`src/sv/tfd_pkg.sv`:
```
// Shared types, codes and constants of the telemetry frame deframer.
package tfd_pkg;

  localparam logic [7:0] SYNC_BYTE0 = 8'hAA;
  localparam logic [7:0] SYNC_BYTE1 = 8'h55;
  localparam logic [3:0] GROUP_BYTES = 4'd12;
  localparam int unsigned WORD_BYTES = 4;
  localparam int unsigned GROUP_BITS = 8 * WORD_BYTES * 3;
  localparam int unsigned TDATA_W = 136;

  localparam logic REG_TELEMETRY_TYPE = 1'b0;
  localparam logic REG_LOG_TYPE = 1'b1;

  typedef enum logic [2:0] {
    KIND_JOINT = 3'd0,
    KIND_TEL_END = 3'd1,
    KIND_LOG = 3'd2,
    KIND_UNKNOWN = 3'd3,
    KIND_CSUM_BAD = 3'd4,
    KIND_OVERSIZE = 3'd5,
    KIND_SHORT = 3'd6
  } kind_t;

  typedef enum logic [3:0] {
    ST_HUNT,
    ST_SYNC,
    ST_LENLO,
    ST_LENHI,
    ST_BODY,
    ST_CHECK,
    ST_EVAL0,
    ST_EVAL1,
    ST_JCHK,
    ST_JFETCH,
    ST_JOUT,
    ST_ENDRD,
    ST_ENDOUT,
    ST_LOGRD,
    ST_LOGOUT
  } state_t;

  typedef struct packed {
    logic [6:0] pad;
    logic first_frame;
    logic [15:0] message_length;
    logic [1:0] log_level;
    logic [7:0] state_byte;
    logic [31:0] accel_word;
    logic [31:0] velocity_word;
    logic [31:0] position_word;
    logic [5:0] joint_index;
  } record_t;

  typedef struct packed {
    logic len_lo_ld;
    logic len_hi_ld;
    logic body_wr;
    logic check_ld;
    logic eval;
    logic ptr_set1;
    logic fetch_adv;
    logic fetch_shift;
    logic jidx_inc;
    logic out_ld;
    kind_t out_kind;
    logic out_first_en;
    logic out_last;
  } cmd_t;

  typedef struct packed {
    logic sync0;
    logic sync1;
    logic len_over;
    logic len_zero;
    logic body_last;
    logic chk_bad;
    logic flen_zero;
    logic flen_lt2;
    logic type_tel;
    logic type_log;
    logic group_fits;
    logic out_free;
  } status_t;

  typedef struct packed {
    logic we;
    logic sel;
    logic [7:0] data;
  } cfg_wr_t;

endpackage

```
`src/sv/tfd_ram.sv`:
```
// Generic single write port, single read port RAM with registered read data.
module tfd_ram #(
  parameter int WIDTH = 8,
  parameter int DEPTH = 512
) (
  input  logic clk,
  input  logic we,
  input  logic [$clog2(DEPTH)-1:0] waddr,
  input  logic [WIDTH-1:0] wdata,
  input  logic [$clog2(DEPTH)-1:0] raddr,
  output logic [WIDTH-1:0] rdata
);

  logic [WIDTH-1:0] mem [DEPTH];

  always_ff @(posedge clk) begin
    if (we) begin
      mem[waddr] <= wdata;
    end
    rdata <= mem[raddr];
  end

endmodule

```
`src/sv/tfd_datapath.sv`:
```
// Datapath of the deframer: length, checksum, payload memory, joint assembly, output register.
module tfd_datapath import tfd_pkg::*; #(
  parameter int MAX_PAYLOAD = 512
) (
  input  logic clk,
  input  logic rst,
  input  cmd_t cmd,
  output status_t status,
  input  logic [7:0] rx_byte,
  input  cfg_wr_t cfg_wr,
  input  logic cfg_rsel,
  output logic [31:0] cfg_rdata,
  output logic out_valid,
  input  logic out_ready,
  output record_t out_rec,
  output kind_t out_kind,
  output logic out_last
);

  localparam int PTR_W = $clog2(MAX_PAYLOAD + 1);
  localparam int ADDR_W = $clog2(MAX_PAYLOAD);

  logic [7:0] telemetry_type;
  logic [7:0] log_type;
  logic [7:0] len_lo;
  logic [PTR_W-1:0] len;
  logic [PTR_W-1:0] byte_count;
  logic [PTR_W-1:0] rd_ptr;
  logic [7:0] running_xor;
  logic chk_bad;
  logic valid_seen;
  logic first_reg;
  logic [5:0] jidx;
  logic [GROUP_BITS-1:0] group_sr;
  logic [7:0] ram_q;
  logic [15:0] len_full;
  logic good;
  record_t rec_next;

  assign len_full = {rx_byte, len_lo};
  assign good = !chk_bad && (len != '0);

  tfd_ram #(
    .WIDTH(8),
    .DEPTH(MAX_PAYLOAD)
  ) u_payload (
    .clk(clk),
    .we(cmd.body_wr),
    .waddr(byte_count[ADDR_W-1:0]),
    .wdata(rx_byte),
    .raddr(rd_ptr[ADDR_W-1:0]),
    .rdata(ram_q)
  );

  always_ff @(posedge clk) begin
    if (rst) begin
      telemetry_type <= 8'd1;
      log_type <= 8'd240;
    end else if (cfg_wr.we) begin
      unique case (cfg_wr.sel)
        REG_TELEMETRY_TYPE: telemetry_type <= cfg_wr.data;
        REG_LOG_TYPE: log_type <= cfg_wr.data;
        default: ;
      endcase
    end
  end

  always_comb begin
    unique case (cfg_rsel)
      REG_TELEMETRY_TYPE: cfg_rdata = {24'd0, telemetry_type};
      REG_LOG_TYPE: cfg_rdata = {24'd0, log_type};
      default: cfg_rdata = '0;
    endcase
  end

  always_ff @(posedge clk) begin
    if (cmd.len_lo_ld) begin
      len_lo <= rx_byte;
    end
    if (cmd.len_hi_ld) begin
      len <= len_full[PTR_W-1:0];
      byte_count <= '0;
      running_xor <= '0;
    end
    if (cmd.body_wr) begin
      byte_count <= byte_count + 1'b1;
      running_xor <= running_xor ^ rx_byte;
    end
    if (cmd.check_ld) begin
      chk_bad <= (rx_byte != running_xor);
      rd_ptr <= '0;
    end
    if (cmd.eval) begin
      first_reg <= good && !valid_seen;
    end
    if (cmd.ptr_set1) begin
      rd_ptr <= PTR_W'(1);
      jidx <= '0;
    end
    if (cmd.fetch_adv) begin
      rd_ptr <= rd_ptr + 1'b1;
    end
    if (cmd.fetch_shift) begin
      group_sr <= {ram_q, group_sr[GROUP_BITS-1:8]};
    end
    if (cmd.jidx_inc) begin
      jidx <= jidx + 1'b1;
    end
  end

  always_ff @(posedge clk) begin
    if (rst) begin
      valid_seen <= 1'b0;
    end else if (cmd.eval && good) begin
      valid_seen <= 1'b1;
    end
  end

  always_comb begin
    rec_next = '0;
    rec_next.first_frame = cmd.out_first_en & first_reg;
    case (cmd.out_kind)
      KIND_JOINT: begin
        rec_next.joint_index = jidx;
        rec_next.position_word = group_sr[31:0];
        rec_next.velocity_word = group_sr[63:32];
        rec_next.accel_word = group_sr[95:64];
      end
      KIND_TEL_END: rec_next.state_byte = ram_q;
      KIND_LOG: begin
        rec_next.log_level = (ram_q > 8'd3) ? 2'd0 : ram_q[1:0];
        rec_next.message_length = 16'(len) - 16'd2;
      end
      default: ;
    endcase
  end

  always_ff @(posedge clk) begin
    if (rst) begin
      out_valid <= 1'b0;
    end else if (cmd.out_ld) begin
      out_valid <= 1'b1;
    end else if (out_ready) begin
      out_valid <= 1'b0;
    end
  end

  always_ff @(posedge clk) begin
    if (cmd.out_ld) begin
      out_rec <= rec_next;
      out_kind <= cmd.out_kind;
      out_last <= cmd.out_last;
    end
  end

  always_comb begin
    status.sync0 = (rx_byte == SYNC_BYTE0);
    status.sync1 = (rx_byte == SYNC_BYTE1);
    status.len_over = (len_full > 16'(MAX_PAYLOAD));
    status.len_zero = (len_full == 16'd0);
    status.body_last = ((PTR_W + 1)'(byte_count) + 1'b1) >= (PTR_W + 1)'(len);
    status.chk_bad = chk_bad;
    status.flen_zero = (len == '0);
    status.flen_lt2 = (len < PTR_W'(2));
    status.type_tel = (ram_q == telemetry_type);
    status.type_log = (ram_q == log_type);
    status.group_fits = ((PTR_W + 1)'(rd_ptr) + (PTR_W + 1)'(GROUP_BYTES + 4'd1))
                        <= (PTR_W + 1)'(len);
    status.out_free = !out_valid || out_ready;
  end

endmodule

```
`src/sv/tfd_ctrl.sv`:
```
// Controller state machine of the deframer: byte parsing and record sequencing.
module tfd_ctrl import tfd_pkg::*; (
  input  logic clk,
  input  logic rst,
  input  logic in_valid,
  output logic in_ready,
  input  status_t status,
  output cmd_t cmd
);

  state_t state;
  state_t state_next;
  logic [3:0] fcnt;
  logic [3:0] fcnt_next;
  logic accept;

  assign accept = in_valid && in_ready;

  always_ff @(posedge clk) begin
    if (rst) begin
      state <= ST_HUNT;
      fcnt <= '0;
    end else begin
      state <= state_next;
      fcnt <= fcnt_next;
    end
  end

  always_comb begin
    state_next = state;
    fcnt_next = fcnt;
    in_ready = 1'b0;
    cmd = '0;
    cmd.out_kind = KIND_SHORT;
    cmd.out_first_en = 1'b1;
    cmd.out_last = 1'b1;
    unique case (state)
      ST_HUNT: begin
        in_ready = 1'b1;
        if (accept && status.sync0) begin
          state_next = ST_SYNC;
        end
      end
      ST_SYNC: begin
        in_ready = 1'b1;
        if (accept) begin
          state_next = status.sync1 ? ST_LENLO : ST_HUNT;
        end
      end
      ST_LENLO: begin
        in_ready = 1'b1;
        if (accept) begin
          cmd.len_lo_ld = 1'b1;
          state_next = ST_LENHI;
        end
      end
      ST_LENHI: begin
        in_ready = status.out_free;
        if (accept) begin
          cmd.len_hi_ld = 1'b1;
          if (status.len_over) begin
            cmd.out_ld = 1'b1;
            cmd.out_kind = KIND_OVERSIZE;
            cmd.out_first_en = 1'b0;
            state_next = ST_HUNT;
          end else begin
            state_next = status.len_zero ? ST_CHECK : ST_BODY;
          end
        end
      end
      ST_BODY: begin
        in_ready = 1'b1;
        if (accept) begin
          cmd.body_wr = 1'b1;
          if (status.body_last) begin
            state_next = ST_CHECK;
          end
        end
      end
      ST_CHECK: begin
        in_ready = 1'b1;
        if (accept) begin
          cmd.check_ld = 1'b1;
          state_next = ST_EVAL0;
        end
      end
      ST_EVAL0: begin
        cmd.eval = 1'b1;
        state_next = ST_EVAL1;
      end
      ST_EVAL1: begin
        if (status.chk_bad) begin
          cmd.out_kind = KIND_CSUM_BAD;
        end else if (status.flen_zero) begin
          cmd.out_kind = KIND_SHORT;
        end else if (status.type_tel) begin
          cmd.out_kind = KIND_SHORT;
        end else if (status.type_log) begin
          cmd.out_kind = KIND_SHORT;
        end else begin
          cmd.out_kind = KIND_UNKNOWN;
        end
        if (!status.chk_bad && !status.flen_zero && !status.flen_lt2
            && status.type_tel) begin
          cmd.ptr_set1 = 1'b1;
          state_next = ST_JCHK;
        end else if (!status.chk_bad && !status.flen_zero && !status.flen_lt2
                     && status.type_log) begin
          cmd.ptr_set1 = 1'b1;
          state_next = ST_LOGRD;
        end else if (status.out_free) begin
          cmd.out_ld = 1'b1;
          state_next = ST_HUNT;
        end
      end
      ST_JCHK: begin
        fcnt_next = '0;
        state_next = status.group_fits ? ST_JFETCH : ST_ENDRD;
      end
      ST_JFETCH: begin
        cmd.fetch_adv = (fcnt != GROUP_BYTES);
        cmd.fetch_shift = (fcnt != 4'd0);
        fcnt_next = fcnt + 4'd1;
        if (fcnt == GROUP_BYTES) begin
          state_next = ST_JOUT;
        end
      end
      ST_JOUT: begin
        cmd.out_kind = KIND_JOINT;
        cmd.out_last = 1'b0;
        if (status.out_free) begin
          cmd.out_ld = 1'b1;
          cmd.jidx_inc = 1'b1;
          state_next = ST_JCHK;
        end
      end
      ST_ENDRD: begin
        state_next = ST_ENDOUT;
      end
      ST_ENDOUT: begin
        cmd.out_kind = KIND_TEL_END;
        if (status.out_free) begin
          cmd.out_ld = 1'b1;
          state_next = ST_HUNT;
        end
      end
      ST_LOGRD: begin
        state_next = ST_LOGOUT;
      end
      ST_LOGOUT: begin
        cmd.out_kind = KIND_LOG;
        if (status.out_free) begin
          cmd.out_ld = 1'b1;
          state_next = ST_HUNT;
        end
      end
      default: begin
        state_next = ST_HUNT;
      end
    endcase
  end

endmodule

```
`src/sv/telemetry_frame_deframer.sv`:
```
// Top level of the telemetry frame deframer: APB register decode and block integration.
//
//   channel   direction  transfer                 contents
//   s_*       in         one received byte        s_tdata[7:0] rx_byte
//   m_*       out        one result record        tdata fields, tuser kind, tlast last
//   APB       in/out     register write or read   telemetry_type at 0x0, log_type at 0x4
//
// Header, length, payload and checksum bytes are taken as they arrive; the high length
// byte waits while the result register is full. Then EVAL0 and EVAL1 fetch the type and
// give any status record; each joint record takes a group check (JCHK), 12 byte reads
// (JFETCH) and an output (JOUT), the end record JCHK, ENDRD and ENDOUT, the log record
// LOGRD and LOGOUT, plus any output stall. No input is taken during that sequence.
// Reset clears control state only; the payload memory is not cleared.
module telemetry_frame_deframer import tfd_pkg::*; #(
  parameter int MAX_PAYLOAD = 512
) (
  input  logic clk,
  input  logic rst,
  input  logic s_tvalid,
  output logic s_tready,
  input  logic [7:0] s_tdata,           // [7:0] rx_byte
  output logic m_tvalid,
  input  logic m_tready,
  output logic [TDATA_W-1:0] m_tdata,   // [5:0] joint_index, [37:6] position_word,
                                        // [69:38] velocity_word, [101:70] accel_word,
                                        // [109:102] state_byte, [111:110] log_level,
                                        // [127:112] message_length, [128] first_frame
  output logic [2:0] m_tuser,           // [2:0] kind
  output logic m_tlast,
  input  logic psel,
  input  logic penable,
  input  logic pwrite,
  input  logic [2:0] paddr,
  input  logic [31:0] pwdata,
  output logic [31:0] prdata,
  output logic pready
);

  cmd_t cmd;
  status_t status;
  cfg_wr_t cfg_wr;
  record_t out_rec;
  kind_t out_kind;

  assign pready = 1'b1;
  assign cfg_wr.we = psel && penable && pwrite && pready;
  assign cfg_wr.sel = paddr[2];
  assign cfg_wr.data = pwdata[7:0];

  tfd_ctrl u_ctrl (
    .clk(clk),
    .rst(rst),
    .in_valid(s_tvalid),
    .in_ready(s_tready),
    .status(status),
    .cmd(cmd)
  );

  tfd_datapath #(
    .MAX_PAYLOAD(MAX_PAYLOAD)
  ) u_datapath (
    .clk(clk),
    .rst(rst),
    .cmd(cmd),
    .status(status),
    .rx_byte(s_tdata),
    .cfg_wr(cfg_wr),
    .cfg_rsel(paddr[2]),
    .cfg_rdata(prdata),
    .out_valid(m_tvalid),
    .out_ready(m_tready),
    .out_rec(out_rec),
    .out_kind(out_kind),
    .out_last(m_tlast)
  );

  assign m_tdata = out_rec;
  assign m_tuser = out_kind;

endmodule

```
`config.mk`:
```
export PLATFORM = sky130hd
export DESIGN_NAME = telemetry_frame_deframer
export DESIGN_NICKNAME = d
export VERILOG_FILES = /design/src/sv/tfd_pkg.sv /design/src/sv/tfd_ram.sv /design/src/sv/tfd_datapath.sv /design/src/sv/tfd_ctrl.sv /design/src/sv/telemetry_frame_deframer.sv
export SDC_FILE = /design/constraint.sdc
export NUM_CORES = 2
export LEC_CHECK = 0
export BUFFER_PORTS_ARGS = -buffer_cell sky130_fd_sc_hd__buf_2
export CORE_ASPECT_RATIO = 0.8
export CORE_MARGIN = 2
export CORE_UTILIZATION = 44
export DETAILED_ROUTE_END_ITERATION = 7
export SKIP_LAST_GASP = 1
export SLEW_MARGIN = 20
export SYNTH_ARGS = -nofsm -noshare
export SYNTH_HDL_FRONTEND = slang
export SYNTH_SLANG_ARGS = --single-unit
```
`constraint.sdc`:
```
create_clock -name clk -period 15.7 [get_ports clk]
set_input_delay 0.785 -clock clk [delete_from_list [all_inputs] [get_ports clk]]
set_output_delay 0.785 -clock clk [all_outputs]
set_load 0.01 [all_outputs]
```
* Word-level counts from Yosys, hierarchy flattened
Memory sizes are Yosys's and may differ from the RTL's. A register that Yosys moved wholly into a read port is not among the register bits.
Cells that the tools add are included.
** Storage, ports and cells
- Bits in registers :: 309
- Output and inout port bits :: 175
- Memories kept :: 1
- Bits in writable memories :: 4096
- Logic and storage cells :: 165
- Input port bits :: 50
** Cells by class
- Add/sub/neg operators :: 7
- $lt $le $gt $ge :: 5
- Reduce and logical (&&, ||, !) cells :: 34
- Bitwise gates (word level) :: 4
- Multiplexer cells :: 57
- Equality and inequality tests :: 32
** Memories
- u_datapath.u_payload.mem :: depth 512, width 8, rd ports 1, clocked after memory_dff 1, write ports 1, RTL line tfd_ram.sv:14 : logic [WIDTH-1:0] mem [DEPTH];
** Operators with widths (count)
- $pmux 32 s2 :: 1
- $pmux 4 s14 :: 1
- $mux 4 :: 13
- $mux 10 :: 5
- $eq 4x4->1 const B :: 8
- $add 10x1->10 const B :: 2
- $mux 1 :: 20
- $pmux 4 s5 :: 1
- $eq 4x3->1 const B :: 4
- $eq 8x8->1 :: 2
- $gt 16x10->1 const B :: 1
- $logic_not 16->1 :: 1
- $mux 8 :: 2
- $ne 2x1->1 const B :: 7
- $mux 3 :: 4
- $mux 6 :: 2
- $add 10x1->11 const B :: 1
- $add 10x4->11 const B :: 1
- $ge 11x10->1 :: 1
- $le 11x10->1 :: 1
- $logic_and 1x1->1 :: 11
- $sub 10x2->11 const B :: 1
- $logic_not 10->1 :: 1
- $lt 10x2->1 const B :: 1
- 31 further kinds :: 47

* Logic depth before layout (Yosys ltp)
- Depth after elaboration :: 11
- Gate-level depth with buffers :: 19
- Gate-level depth less buffers :: 12

* Cells and area by module
A second synthesis with hierarchy kept.
** Second synthesis, totals
- Cells, all modules :: 8938
- Area total of the unflattened synthesis :: 172729.4 µm²
** By module, submodules not included
- tfd_ram :: sequential area each 123158.1 µm², cells each 8030, instances 1, area an instance 159927.1 µm²
- tfd_datapath :: sequential area each 8708.4 µm², cells each 780, instances 1, area an instance 11886.4 µm²
- tfd_ctrl :: sequential area each 160.2 µm², cells each 125, instances 1, area an instance 898.4 µm²
- telemetry_frame_deframer :: sequential area each 0.0 µm², cells each 3, instances 1, area an instance 17.5 µm²

* Least setup slack after synthesis
OpenSTA, ideal clock, no wires.
- Path type :: register to register
- Start :: register u_datapath.len[1]
- End :: register u_datapath.out_kind[0] (enable)
- Buffers on the path :: 0
- Slack :: 4079 ps
- Library setup time :: 792 ps
- Clock period less this slack :: 11621 ps
- Stages on the path, launching flop included :: 10
- Arrival time :: 10829 ps
- Required time :: 14908 ps
- Cell sequence :: edfxtp_1 > inv_1 > ha_1 > or4b_2 > o31ai_1 > a21oi_1 > and2_1 > nor2_1 > nor2_1 > o21ai_0
** RTL lines
- start: declaration :: RTL line tfd_datapath.sv:26 : logic [PTR_W-1:0] len;
- start signal: assignment :: RTL line tfd_datapath.sv:81 : len <= len_full[PTR_W-1:0];
- end signal: assignment :: RTL line tfd_datapath.sv:151 : out_kind <= cmd.out_kind;
- end: declaration :: RTL line tfd_datapath.sv:16 : output kind_t out_kind,

==> impl_metrics.py <==
metrics = {
    "routing": {
        "vias": 83722,
        "wl_per_cell_um": 31.2,
        "drc": 0,
        "drtIter0Drc": 11610,
        "ant_nets": 0,
        "vias_per_cell": 6.04,
        "dr.pass1.iters": 7,
        "finalWirelength_um": 432000,
    },
    "worst_setup_path": {
        "reg2reg_from": "u_datapath.rd_ptr[0]",
        "critPathMaxFanout": 107,
        "startpoint_type": "flip-flop",
        "cp-startpoint": "u_datapath.rd_ptr[0]",
        "critPathCaptureType": "flip-flop",
        "required_ns": 16.48,
        "arrival_ns": 7.04,
        "crit_type": "reg2reg",
    },
    "logic_synthesis": {
        "yosysWarnings": 0,
        "synthesis.area_sq_um": 171000,
        "synth_area_leaders": "edfxtp_1, mux4_2, mux2i_1",
        "yosysSeqAreaShare_pct": 77.3,
        "synth_cells": 8089,
        "synth.distinct_cells": 61,
        "synth_top_cell_area_share_pct": 76.9,
        "ys.flop_type": "edfxtp_1",
        "syn_avg_cell_area_sq_um": 21.1,
        "synth_area_leader_cell": "edfxtp_1",
        "synth-seq-cells": 4408,
        "synth_edf_count": 4374,
        "async_reset_ff_share_pct": 0,
    },
    "sta": {
        "setup_viol": 0,
        "finalCriticalPeriod_ns": 6.26,
        "fmax_mhz": 160,
        "slew_headroom_pct": 16.9,
        "final_hold_viol_count": 0,
        "worst_pin_slew_ns": 1.25,
        "setup_tns_ns": 0,
        "fin_crit_sh_pct": 39.9,
        "finalClockSkew_ns": 0.0615,
        "rsz0062_at_grt": "no",
        "slew_violations": 0,
        "setup_ws_ns": 9.44,
        "fin_hold_ws_ns": 0.0748,
    },
    "global_routing": {
        "grt_pass1_vias": 82893,
        "antenna_found_initial": 33,
        "track_usage_pct": 21.6,
        "grt_max_degree": 216,
        "gr-total-overflow": 0,
        "grt_first_pass_wirelength_um": 615000,
    },
    "finish": {
        "nFillCells": 30793,
        "drive_gt1_share_pct": 23.4,
        "final_common_cell": "edfxtp_1",
        "largest_reg_flops": 4096,
        "top_regs": "u_datapath.u_payload.mem: 4096 flops, u_datapath.out_rec: 124 flops, u_datapath.group_sr: 96 flops",
        "syn2layout_area_growth_pct": 11.8,
        "regMostFlops": "u_datapath.u_payload.mem",
        "num-nets-final": 8424,
        "mostFrequentLayoutCells": "edfxtp_1, mux4_2, nor2_1",
    },
    "clock_network": {
        "cts_buffers": 418,
        "cts_tree": "yes",
        "hold_buffers": 0,
        "post_cts_buffers": 0,
        "cts_max_level": 5,
        "clk_path_buf_depth": 4,
        "clkTransAtPathRegs_ns": 0.06,
        "clk-insertion-delay-late_ns": 0.96,
        "cts_num_sinks": 4408,
        "cts-resized-gates": 0,
        "clock_tree.root_cell": "clkbuf_16",
    },
    "floorplan": {
        "start_util_pct": 44.2,
        "fp.dieH_um": 561,
        "dieArea_sq_um": 393000,
        "fp.coreArea_sq_um": 386000,
        "placementRows": 204,
        "die_w_um": 701,
        "ios": 225,
    },
    "pwr": {
        "power_mw": 23.2,
        "ir_drop_mv": 0.101,
        "p_per_area_nw_per_um2": 122,
        "p_leak_nw": 60.8,
    },
    "placement": {
        "dp_hpwl_um": 255000,
        "place.gp.congestion": 0.844,
        "io_buffers": 166,
        "place_ws_ns": 9.27,
    },
    "flow_run": {
        "drv_cap": 0,
    },
    "run_status": {
        "status": "completed",
    },
    "min_path": {
        "hold_class": "in2reg",
        "min_from": "pwdata[7]",
    },
}
-- cell families after synthesis --
kind of cell	after synthesis	synth area share, %
compound gates	611	2.46
xor+xnor	54	0.277
fa+ha+maj	29	0.212
buf+inv	556	1.65
flops	4408	77.3
mux	1303	15.2
other cells	2	0.00440
simple gates	1126	2.94
-- through the flow --
| step | area [sq um] | utilization, % | cells |
|---|---|---|---|
| 2_1_floorplan | 171000 | - | 8119 |
| 3_3_place_gp | 177000 | 45.9 | 13072 |
| 3_5_place_dp | 177000 | 45.9 | 13073 |
| 4_1_cts | 191000 | 49.4 | 13847 |
| 5_1_grt | 191000 | 49.5 | 13849 |
| 6_report | 191000 | 49.5 | 13852 |
-- path summary, 6_finish.rpt --
kind | end | slack, ns | depth (start not counted)
setup / recovery | u_datapath.u_payload.rdata[3] | 9.44 | 10
setup reg to reg | u_datapath.u_payload.rdata[3] | 9.44 | 10
hold reg to reg | u_datapath.len[5] | 0.42 | 0
hold / removal | u_datapath.log_type[7] | 0.07 | 3
-- cell type report --
| type | count | area (sq um) | share of cell area (%) |
|---|---|---|---|
| Clock buffer | 516 | 11000 | 5.76 |
| Antenna cell | 3 | 7.51 | 0.00393 |
| Multi-Input combinational cell | 3155 | 36500 | 19.1 |
| Sequential cell | 4408 | 132000 | 69.1 |
| Inverter | 26 | 110 | 0.0576 |
| Tap cell | 5150 | 6440 | 3.37 |
| Timing Repair Buffer | 336 | 2430 | 1.27 |
| Clock inverter | 258 | 2560 | 1.34 |
-- synthesized netlist by cell type (6+ instances only) --
cell type     n
a211o_1       7
a211oi_1     18
a21o_1       12
a21oi_1     107
a221oi_1     32
a22o_1       17
a22oi_1     204
a31oi_1      17
and2_1       24
and3_1      120
buf_1        42
buf_2        94
buf_4       106
buf_6        29
clkbuf_1    258
dfxtp_1      34
edfxtp_1   4374
ha_1         29
inv_1        24
mux2_2       18
mux2i_1     259
mux4_2     1026
nand2_1     164
nand2b_1     12
nand3_1      65
nand4_1      35
nor2_1      603
nor2b_1      14
nor3_1       49
nor4_1       14
o2111ai_1     7
o211ai_1     36
o21ai_0      34
o21ai_1      13
o221ai_1     10
o22ai_1      71
o31ai_1       6
or4_1         7
xnor2_1      38
xor2_1       16
-- worst max-delay path, cell delays in order, from the launching register on --
cell	delay, ns
edfxtp_1	0.88
buf_12	0.68
buf_12	0.56
buf_4	0.77
mux4_2	0.63
a22oi_1	0.50
a21oi_1	0.22
o22ai_1	0.90
o211ai_1	0.16
nand2_1	0.27
nor3_1	0.09
-- report_power, final --
part	switching (mW)	internal [mW]
Clock	4.38	5.72
Combinational	0.198	0.0198
Sequential	0.00118	12.9
Total	4.58	18.7
-- layer usage --
metal | GRT usage, % | vias up | wire length [um]
met4 | 5.32 | 4 | 11100
met5 | 0 | - | 25
met3 | 4.55 | 623 | 42700
li1 | - | 34144 | -
met2 | 32.0 | 4100 | 193000
met1 | 33.0 | 44851 | 186000
Note: power is estimated with default switching activity, not from simulation.
